`src/sha1_pkg.sv`:
```
// shared types, constants and state encoding for the sha-1 stream hasher
package sha1_pkg;

    typedef struct packed {
        logic       has_byte;
        logic [7:0] data_byte;
        logic       end_of_message;
    } t_in_item;

    typedef struct packed {
        logic [31:0] digest_word;
        logic [2:0]  word_number;
        logic        last_word;
    } t_out_item;

    localparam logic [31:0] H0 = 32'h67452301;
    localparam logic [31:0] H1 = 32'hEFCDAB89;
    localparam logic [31:0] H2 = 32'h98BADCFE;
    localparam logic [31:0] H3 = 32'h10325476;
    localparam logic [31:0] H4 = 32'hC3D2E1F0;
    localparam logic [31:0] K0 = 32'h5A827999;
    localparam logic [31:0] K1 = 32'h6ED9EBA1;
    localparam logic [31:0] K2 = 32'h8F1BBCDC;
    localparam logic [31:0] K3 = 32'hCA62C1D6;
    localparam logic [7:0]  PAD_BYTE  = 8'h80;
    localparam logic [5:0]  LENGTH_AT = 6'd56;
    localparam logic [2:0]  LAST_WORD = 3'd4;

    typedef enum logic [2:0] {
        S_IDLE,
        S_PAD,
        S_LEN,
        S_ROUND,
        S_OUT
    } t_back_state;

endpackage

```
`src/sha1_front.sv`:
```
// input stage: two-entry queue of requests between the port and the engine
module sha1_front (
    input  logic              i_clk,
    input  logic              i_rst_n,
    input  logic              i_valid,
    output logic              o_ready,
    input  sha1_pkg::t_in_item i_item,
    output logic              o_valid,
    input  logic              i_ready,
    output sha1_pkg::t_in_item o_item
);
    import sha1_pkg::*;

    t_in_item   r_mem [2];
    logic       r_wp, r_rp;
    logic [1:0] r_cnt;
    logic       push, pop;

    // empty items with no end do nothing, drop them here
    assign o_ready = (r_cnt != 2'd2);
    assign push    = i_valid && o_ready && (i_item.has_byte || i_item.end_of_message);
    assign o_valid = (r_cnt != 2'd0);
    assign pop     = o_valid && i_ready;
    assign o_item  = r_mem[r_rp];

    always_ff @(posedge i_clk) begin
        if (push) begin
            r_mem[r_wp] <= i_item;
        end
        if (!i_rst_n) begin
            r_wp  <= 1'b0;
            r_rp  <= 1'b0;
            r_cnt <= 2'd0;
        end else begin
            if (push) begin
                r_wp <= ~r_wp;
            end
            if (pop) begin
                r_rp <= ~r_rp;
            end
            r_cnt <= r_cnt + {1'b0, push} - {1'b0, pop};
        end
    end
endmodule

```
`src/sha1_back.sv`:
```
// engine: byte packing, padding, 80-round compression and digest output
module sha1_back (
    input  logic               i_clk,
    input  logic               i_rst_n,
    input  logic               i_valid,
    output logic               o_ready,
    input  sha1_pkg::t_in_item i_item,
    output logic               o_valid,
    input  logic               i_ready,
    output sha1_pkg::t_out_item o_item
);
    import sha1_pkg::*;

    t_back_state r_state, n_state;
    logic [31:0] r_w [16];
    logic [31:0] r_h [5];
    logic [31:0] r_a, r_b, r_c, r_d, r_e;
    logic [5:0]  r_fill;
    logic [63:0] r_bits;
    logic        r_end;    // message is being padded
    logic        r_mark;   // marker byte still to be written
    logic        r_tail;   // length is in, next compression is the last
    logic [2:0]  r_lenix;
    logic [6:0]  r_rnd;
    logic [2:0]  r_oix;

    logic        take_in;
    logic        put;
    logic [7:0]  put_byte;
    logic [31:0] f, k, t, wn, wcur;
    logic [1:0]  bsel;

    // control outputs
    always_comb begin
        o_ready  = 1'b0;
        put      = 1'b0;
        put_byte = 8'h00;
        unique case (r_state)
            S_IDLE: begin
                o_ready  = 1'b1;
                put      = i_valid && i_item.has_byte;
                put_byte = i_item.data_byte;
            end
            S_PAD: begin
                put      = 1'b1;
                put_byte = r_mark ? PAD_BYTE : 8'h00;
            end
            S_LEN: begin
                put      = 1'b1;
                put_byte = r_bits[{~r_lenix, 3'b111} -: 8];
            end
            default: ;
        endcase
    end
    assign take_in = (r_state == S_IDLE) && i_valid;

    // next state
    always_comb begin
        n_state = r_state;
        unique case (r_state)
            S_IDLE: begin
                if (take_in) begin
                    if (i_item.has_byte && r_fill == 6'd63) begin
                        n_state = S_ROUND;
                    end else if (i_item.end_of_message) begin
                        n_state = S_PAD;
                    end
                end
            end
            S_PAD: begin
                if (r_fill == 6'd63) begin
                    n_state = S_ROUND;
                end else if (r_fill == LENGTH_AT - 6'd1) begin
                    n_state = S_LEN;
                end
            end
            S_LEN: begin
                if (r_lenix == 3'd7) begin
                    n_state = S_ROUND;
                end
            end
            S_ROUND: begin
                if (r_rnd == 7'd80) begin
                    if (!r_end) begin
                        n_state = S_IDLE;
                    end else if (r_tail) begin
                        n_state = S_OUT;
                    end else begin
                        n_state = S_PAD;
                    end
                end
            end
            S_OUT: begin
                if (i_ready && r_oix == LAST_WORD) begin
                    n_state = S_IDLE;
                end
            end
            default: n_state = S_IDLE;
        endcase
    end

    // round datapath; schedule kept in place as a 16-word circular window
    assign wcur = r_w[r_rnd[3:0]];
    assign wn   = r_w[(r_rnd[3:0] + 4'd13)] ^ r_w[(r_rnd[3:0] + 4'd8)]
                  ^ r_w[(r_rnd[3:0] + 4'd2)] ^ wcur;
    always_comb begin
        if (r_rnd < 7'd20) begin
            f = (r_b & r_c) | (~r_b & r_d);
            k = K0;
        end else if (r_rnd < 7'd40) begin
            f = r_b ^ r_c ^ r_d;
            k = K1;
        end else if (r_rnd < 7'd60) begin
            f = (r_b & r_c) | (r_b & r_d) | (r_c & r_d);
            k = K2;
        end else begin
            f = r_b ^ r_c ^ r_d;
            k = K3;
        end
    end
    assign t = {r_a[26:0], r_a[31:27]} + f + r_e + k
               + ((r_rnd < 7'd16) ? wcur : {wn[30:0], wn[31]});
    assign bsel = 2'd3 - r_fill[1:0];

    // block words: packed bytes, then overwritten by the schedule
    always_ff @(posedge i_clk) begin
        if (put) begin
            r_w[r_fill[5:2]] <= (r_fill[1:0] == 2'd0)
                ? {put_byte, 24'd0}
                : (r_w[r_fill[5:2]] | ({24'd0, put_byte} << {bsel, 3'b000}));
        end else if (r_state == S_ROUND && r_rnd < 7'd80 && r_rnd >= 7'd16) begin
            r_w[r_rnd[3:0]] <= {wn[30:0], wn[31]};
        end
    end

    // working variables
    always_ff @(posedge i_clk) begin
        if (n_state == S_ROUND && r_state != S_ROUND) begin
            r_a <= r_h[0]; r_b <= r_h[1]; r_c <= r_h[2]; r_d <= r_h[3]; r_e <= r_h[4];
        end else if (r_state == S_ROUND && r_rnd < 7'd80) begin
            r_e <= r_d; r_d <= r_c; r_c <= {r_b[1:0], r_b[31:2]};
            r_b <= r_a; r_a <= t;
        end
    end

    always_ff @(posedge i_clk) begin
        if (!i_rst_n) begin
            r_state <= S_IDLE;
            r_h[0] <= H0; r_h[1] <= H1; r_h[2] <= H2; r_h[3] <= H3; r_h[4] <= H4;
            r_fill  <= 6'd0;
            r_bits  <= 64'd0;
            r_end   <= 1'b0;
            r_mark  <= 1'b0;
            r_tail  <= 1'b0;
            r_lenix <= 3'd0;
            r_rnd   <= 7'd0;
            r_oix   <= 3'd0;
        end else begin
            r_state <= n_state;
            if (put) begin
                r_fill <= r_fill + 6'd1;
            end
            if (take_in) begin
                if (i_item.has_byte) begin
                    r_bits <= r_bits + 64'd8;
                end
                r_end  <= i_item.end_of_message;
                r_mark <= i_item.end_of_message;
            end else if (r_state == S_PAD) begin
                r_mark <= 1'b0;
            end
            if (r_state == S_LEN) begin
                r_lenix <= r_lenix + 3'd1;
                if (r_lenix == 3'd7) begin
                    r_tail <= 1'b1;
                end
            end
            if (n_state == S_ROUND && r_state != S_ROUND) begin
                r_rnd <= 7'd0;
            end else if (r_state == S_ROUND && r_rnd < 7'd80) begin
                r_rnd <= r_rnd + 7'd1;
            end
            if (r_state == S_ROUND && r_rnd == 7'd80) begin
                r_h[0] <= r_h[0] + r_a; r_h[1] <= r_h[1] + r_b;
                r_h[2] <= r_h[2] + r_c; r_h[3] <= r_h[3] + r_d;
                r_h[4] <= r_h[4] + r_e;
            end else if (r_state == S_OUT && i_ready && r_oix == LAST_WORD) begin
                r_h[0] <= H0; r_h[1] <= H1; r_h[2] <= H2; r_h[3] <= H3;
                r_h[4] <= H4;
            end
            if (r_state == S_OUT && i_ready) begin
                if (r_oix == LAST_WORD) begin
                    // fill and length index have already wrapped to zero
                    r_oix  <= 3'd0;
                    r_bits <= 64'd0;
                    r_end  <= 1'b0;
                    r_tail <= 1'b0;
                end else begin
                    r_oix <= r_oix + 3'd1;
                end
            end
        end
    end

    assign o_valid = (r_state == S_OUT);
    assign o_item  = '{digest_word: r_h[r_oix],
                       word_number: r_oix,
                       last_word:   (r_oix == LAST_WORD)};
endmodule

```
`src/sha1_stream_hash.sv`:
```
// top level of the sha-1 stream hasher
// sha-1 over a byte stream: one byte per request, big-endian packing into 64-byte blocks,
// 80 rounds per block at one round per cycle, then the chaining update,
// so a byte is packed as it is taken, and input stalls while each full block compresses;
// the end of a message adds padding at one byte a cycle, one or two compressions
// and five digest words, after which the state is back at its initial values.
// a two-entry queue in front lets the sender keep going while the engine works.
module sha1_stream_hash (
    input  logic                i_clk,
    input  logic                i_rst_n,
    input  logic                i_valid,
    output logic                o_ready,
    input  sha1_pkg::t_in_item  i_data,
    output logic                o_valid,
    input  logic                i_ready,
    output sha1_pkg::t_out_item o_data
);
    import sha1_pkg::*;

    logic     q_valid, q_ready;
    t_in_item q_item;

    // front queue
    sha1_front u_front (
        .i_clk   (i_clk),
        .i_rst_n (i_rst_n),
        .i_valid (i_valid),
        .o_ready (o_ready),
        .i_item  (i_data),
        .o_valid (q_valid),
        .i_ready (q_ready),
        .o_item  (q_item)
    );

    // hashing engine
    sha1_back u_back (
        .i_clk   (i_clk),
        .i_rst_n (i_rst_n),
        .i_valid (q_valid),
        .o_ready (q_ready),
        .i_item  (q_item),
        .o_valid (o_valid),
        .i_ready (i_ready),
        .o_item  (o_data)
    );
endmodule

```
`config.mk`:
```
export PLATFORM = sky130hd
export DESIGN_NAME = sha1_stream_hash
export DESIGN_NICKNAME = d
export VERILOG_FILES = /design/src/sha1_pkg.sv /design/src/sha1_front.sv /design/src/sha1_back.sv /design/src/sha1_stream_hash.sv
export SDC_FILE = /design/constraint.sdc
export NUM_CORES = 2
export LEC_CHECK = 0
export BUFFER_PORTS_ARGS = -buffer_cell sky130_fd_sc_hd__buf_2
export CORE_UTILIZATION = 35
export CTS_BUF_LIST = sky130_fd_sc_hd__clkbuf_16
export DETAILED_ROUTE_END_ITERATION = 10
export SYNTH_ARGS = -nofsm -noshare
export SYNTH_HDL_FRONTEND = slang
export SYNTH_SLANG_ARGS = --single-unit
```
`constraint.sdc`:
```
create_clock -name i_clk -period 8.5 [get_ports i_clk]
set_input_delay 0.85 -clock i_clk [delete_from_list [all_inputs] [get_ports i_clk]]
set_output_delay 0.85 -clock i_clk [all_outputs]
set_load 0.01 [all_outputs]
```
==> results.md <==
* Status: completed
* Leak at 24.5 nW
* Tot GR Track Use at 0.212
* Relative slew margins at 0.124
* HP Class: in2reg
* Worst-path cell chain: buf_4, mux4_2, mux4_2, xnor2_1, xnor2_1, mux2_2, fa_1, fa_1, inv_1, fa_1, inv_1, ha_1, o21ai_0, a21oi_1, o41ai_1, a21oi_1, o41ai_1, o21ai_0, nand2b_1, a21boi_0, o221ai_1, xnor2_1, mux2_2
* #FFs+latches synth at 954
* Initial DRC count at 5637
* NumNets Final at 5207
* IO Pins at 52
* CTS tree: built
* Total die area at 194000 um2
* Via Count at 46.2k
* First-pass GRT wire length at 306 mm
* Number of H-tree levels at 3
* CP Max Fanout at 49
* Setup violators final at 0
* CP delay by family, top: compound AO/OA/AOI/OAI gates
* Total CTS buffers at 109
* Clk buf depth at 3
* DR DRC count at 0
* Port bufs at 51
* Power Density at 205 nW/um2
* Peak VDD IR at 0.000167 V
* Ys async rst share at 0
* Post-synthesis cell count at 4877
* Bufs and invs on worst path at 3
* Filler cells at 17.6k
* Setup TNS at 0 ps
* Clk_lat worst skew at 780 ps
* CTS Sinks at 954
* Grt total ovfl at 0
* WL/cell at 27.7 um
* Slew Limit Fails at 0
* Clock Root Buffer: clkbuf_16
* Hold Violations, Final at 0
* Core ar. at 191000 um2
* Final Total Pwr at 15.3 mW
* Final Wtd Congestion at 0.889
* Critical Path AT at 8510 ps
* Final period utilization at 0.942
* Area grow syn2layout at 10.5%
* RSZ-0062 raised after global routing: false
* Synth cell types at 84
* Worst Tran Pin Value at 1300 ps
* Worst setup SP type: flip-flop
* Critical Path RT at 9010 ps
* Avg Cell Area, Syn at 13.8 um2
* Mapped Area at 67400 um2
* DIE HEIGHT at 441 um
* Placed cell count at 7262
* Initial Utilization at 0.353
* Max-Cap Viols at 0
* Antenna Nets Post-Route at 0
* Hold WS at 266 ps
* Site Rows at 160
* First drt pass iteration count at 6
* Slowest CP cell: buf_4
* Vias per cell at 6.18
* Sequential share of the synthesized area at 0.410
* Layout Cells excl Fill at 7471
* Vias in the first global route at 45.0k
* Kind of critical path: reg2reg
* Fmax at 125 MHz
* Reg clk slew, reported paths at 60 ps
* Layout cells sized above 1 at 0.271
* # hold bufs at CTS at 0
* Worst stage delay on the critical path at 680 ps
* Final Cell Area at 74500 um2
* Mapped Nets at 5222
* Routed Wire Length at 207 mm
* Die width at 441 um
* Area after DPL at 70800 um2
* Initial antenna violation count at 5
* Largest net degree at the start of global routing at 178
* Minimum clock period at 8010 ps
* Post-synth EDFFs at 852
* Post-DP HPWL at 137 mm
* Synth warn at 0
* Top FF cell, synth: edfxtp_1
* Setup Skew at 42.1 ps
* CP Capture Type: flip-flop
routing by layer:
layer,routed length (um),GRT usage,vias to the layer above,part of all wire
met4,8030,0.0761,6,0.039
met2,96700,0.334,2696,0.47
met1,82000,0.289,23823,0.40
li1,-,-,19239,-
met3,20500,0.0448,408,0.099
met5,46,0,-,0.00022
power by group:
group / total (mW) / switching [mW] / internal, mW / leakage, nW
clock: 4.87 / 2.08 / 2.80 / 1.84
sequential: 5.90 / 0.178 / 5.72 / 8.73
combinational: 4.52 / 2.65 / 1.87 / 13.9
layout by cell type, fill, tap and decap left out, drive strengths merged, types with 17 or more instances in the layout:
master / Yosys / routed
and3: 32 / 32
buf: 142 / 161
fa: 125 / 125
nand2: 342 / 342
a31oi: 18 / 18
a21oi: 185 / 185
clkbuf: 145 / 109
ha: 206 / 206
nand3: 47 / 47
o21bai: 17 / 17
edfxtp: 852 / 852
mux2: 106 / 106
nand2b: 41 / 41
o21ai: 227 / 227
nand4: 25 / 25
nor3: 37 / 37
and2: 34 / 34
clkinv: 1 / 50
o21a: 38 / 38
inv: 265 / 287
xor2: 170 / 170
nor2b: 37 / 37
xnor2: 156 / 156
o22ai: 25 / 25
o221ai: 25 / 25
a21o: 72 / 72
nor2: 313 / 313
a211oi: 37 / 37
mux4: 829 / 829
mux2i: 62 / 62
dfxtp: 102 / 102
timing repair:
| action | CTS | global route |
|---|---|---|
| gates resized for setup | 0 | 1 |
| endpoints found under the setup margin | 0 | 1 |
| setup buffers | 0 | 0 |
cell families after synthesis:
logic type / Yosys count / synth area share
XOR/XNOR: 326 / 0.0424
adder cells (fa/ha/maj): 331 / 0.0754
AO/OA/AOI/OAI: 751 / 0.0699
AND/OR/NAND/NOR: 965 / 0.0657
flip-flops: 954 / 0.410
buffers and inverters: 553 / 0.0327
multiplexers: 997 / 0.304
state kept, by name (all words and copies together) (netlist names), 2 cells and up, named ones only:
register        cells
u_back.r_e         32
u_back.r_w        512
u_back.r_b         32
u_back.r_d         32
u_back.r_fill       6
u_back.r_oix        3
u_back.r_lenix      3
u_back.r_state      3
u_back.r_rnd        7
u_back.r_bits      61
u_back.r_c         32
u_back.r_h        160
u_front.r_mem      20
u_front.r_cnt       2
u_back.r_a         32
area by class of cell:
type | count | area [um2] | share of cell area
Multi-Input combinational cell | 3370 | 37800 | 0.507
Sequential cell | 954 | 27700 | 0.372
Tap cell | 2511 | 3140 | 0.0422
Clock buffer | 109 | 2730 | 0.0366
Timing Repair Buffer | 161 | 1230 | 0.0165
Inverter | 266 | 998 | 0.0134
Clock inverter | 94 | 912 | 0.0122
Antenna cell | 6 | 15.0 | 0.000202
per-stage QoR:
stage / setup slack [ps] / util
final: 493 / 0.390
after global placement: 619 / 0.371
after floorplan: 1240 / -
after CTS: 588 / 0.390
after global routing: 28.3 / 0.390
after detailed placement: 607 / 0.371
cell usage after synthesis (32+ instances only):
cell type | count | share of area
nand3_1 | 47 | 0.0035
nand2_1 | 341 | 0.019
a21oi_1 | 185 | 0.014
xor2_1 | 170 | 0.022
buf_2 | 76 | 0.0056
and2_1 | 34 | 0.0032
mux2_2 | 106 | 0.018
a211oi_1 | 37 | 0.0041
ha_1 | 206 | 0.038
and3_1 | 32 | 0.0030
nor3_1 | 32 | 0.0024
a21o_1 | 72 | 0.0080
nand2b_1 | 40 | 0.0037
fa_1 | 125 | 0.037
dfxtp_1 | 102 | 0.030
xnor2_1 | 156 | 0.020
o21ai_0 | 221 | 0.016
buf_1 | 60 | 0.0033
clkbuf_1 | 145 | 0.0081
nor2_1 | 312 | 0.017
edfxtp_1 | 852 | 0.38
inv_1 | 263 | 0.015
mux2i_1 | 62 | 0.0092
mux4_2 | 829 | 0.28
o21a_1 | 38 | 0.0042
nor2b_1 | 37 | 0.0034
path summary, 6_finish.rpt:
path	start	slack (ps)	depth (start not counted)	to
min reg2reg	u_back.r_end	490	2	u_back.r_end
max reg2reg	u_back.r_rnd[0]	490	23	u_back.r_a[31]
max	u_back.r_rnd[0]	490	23	u_back.r_a[31]
min	i_data[3]	270	1	u_front.r_mem[1][3]
Note: power is estimated with default switching activity, not from simulation.
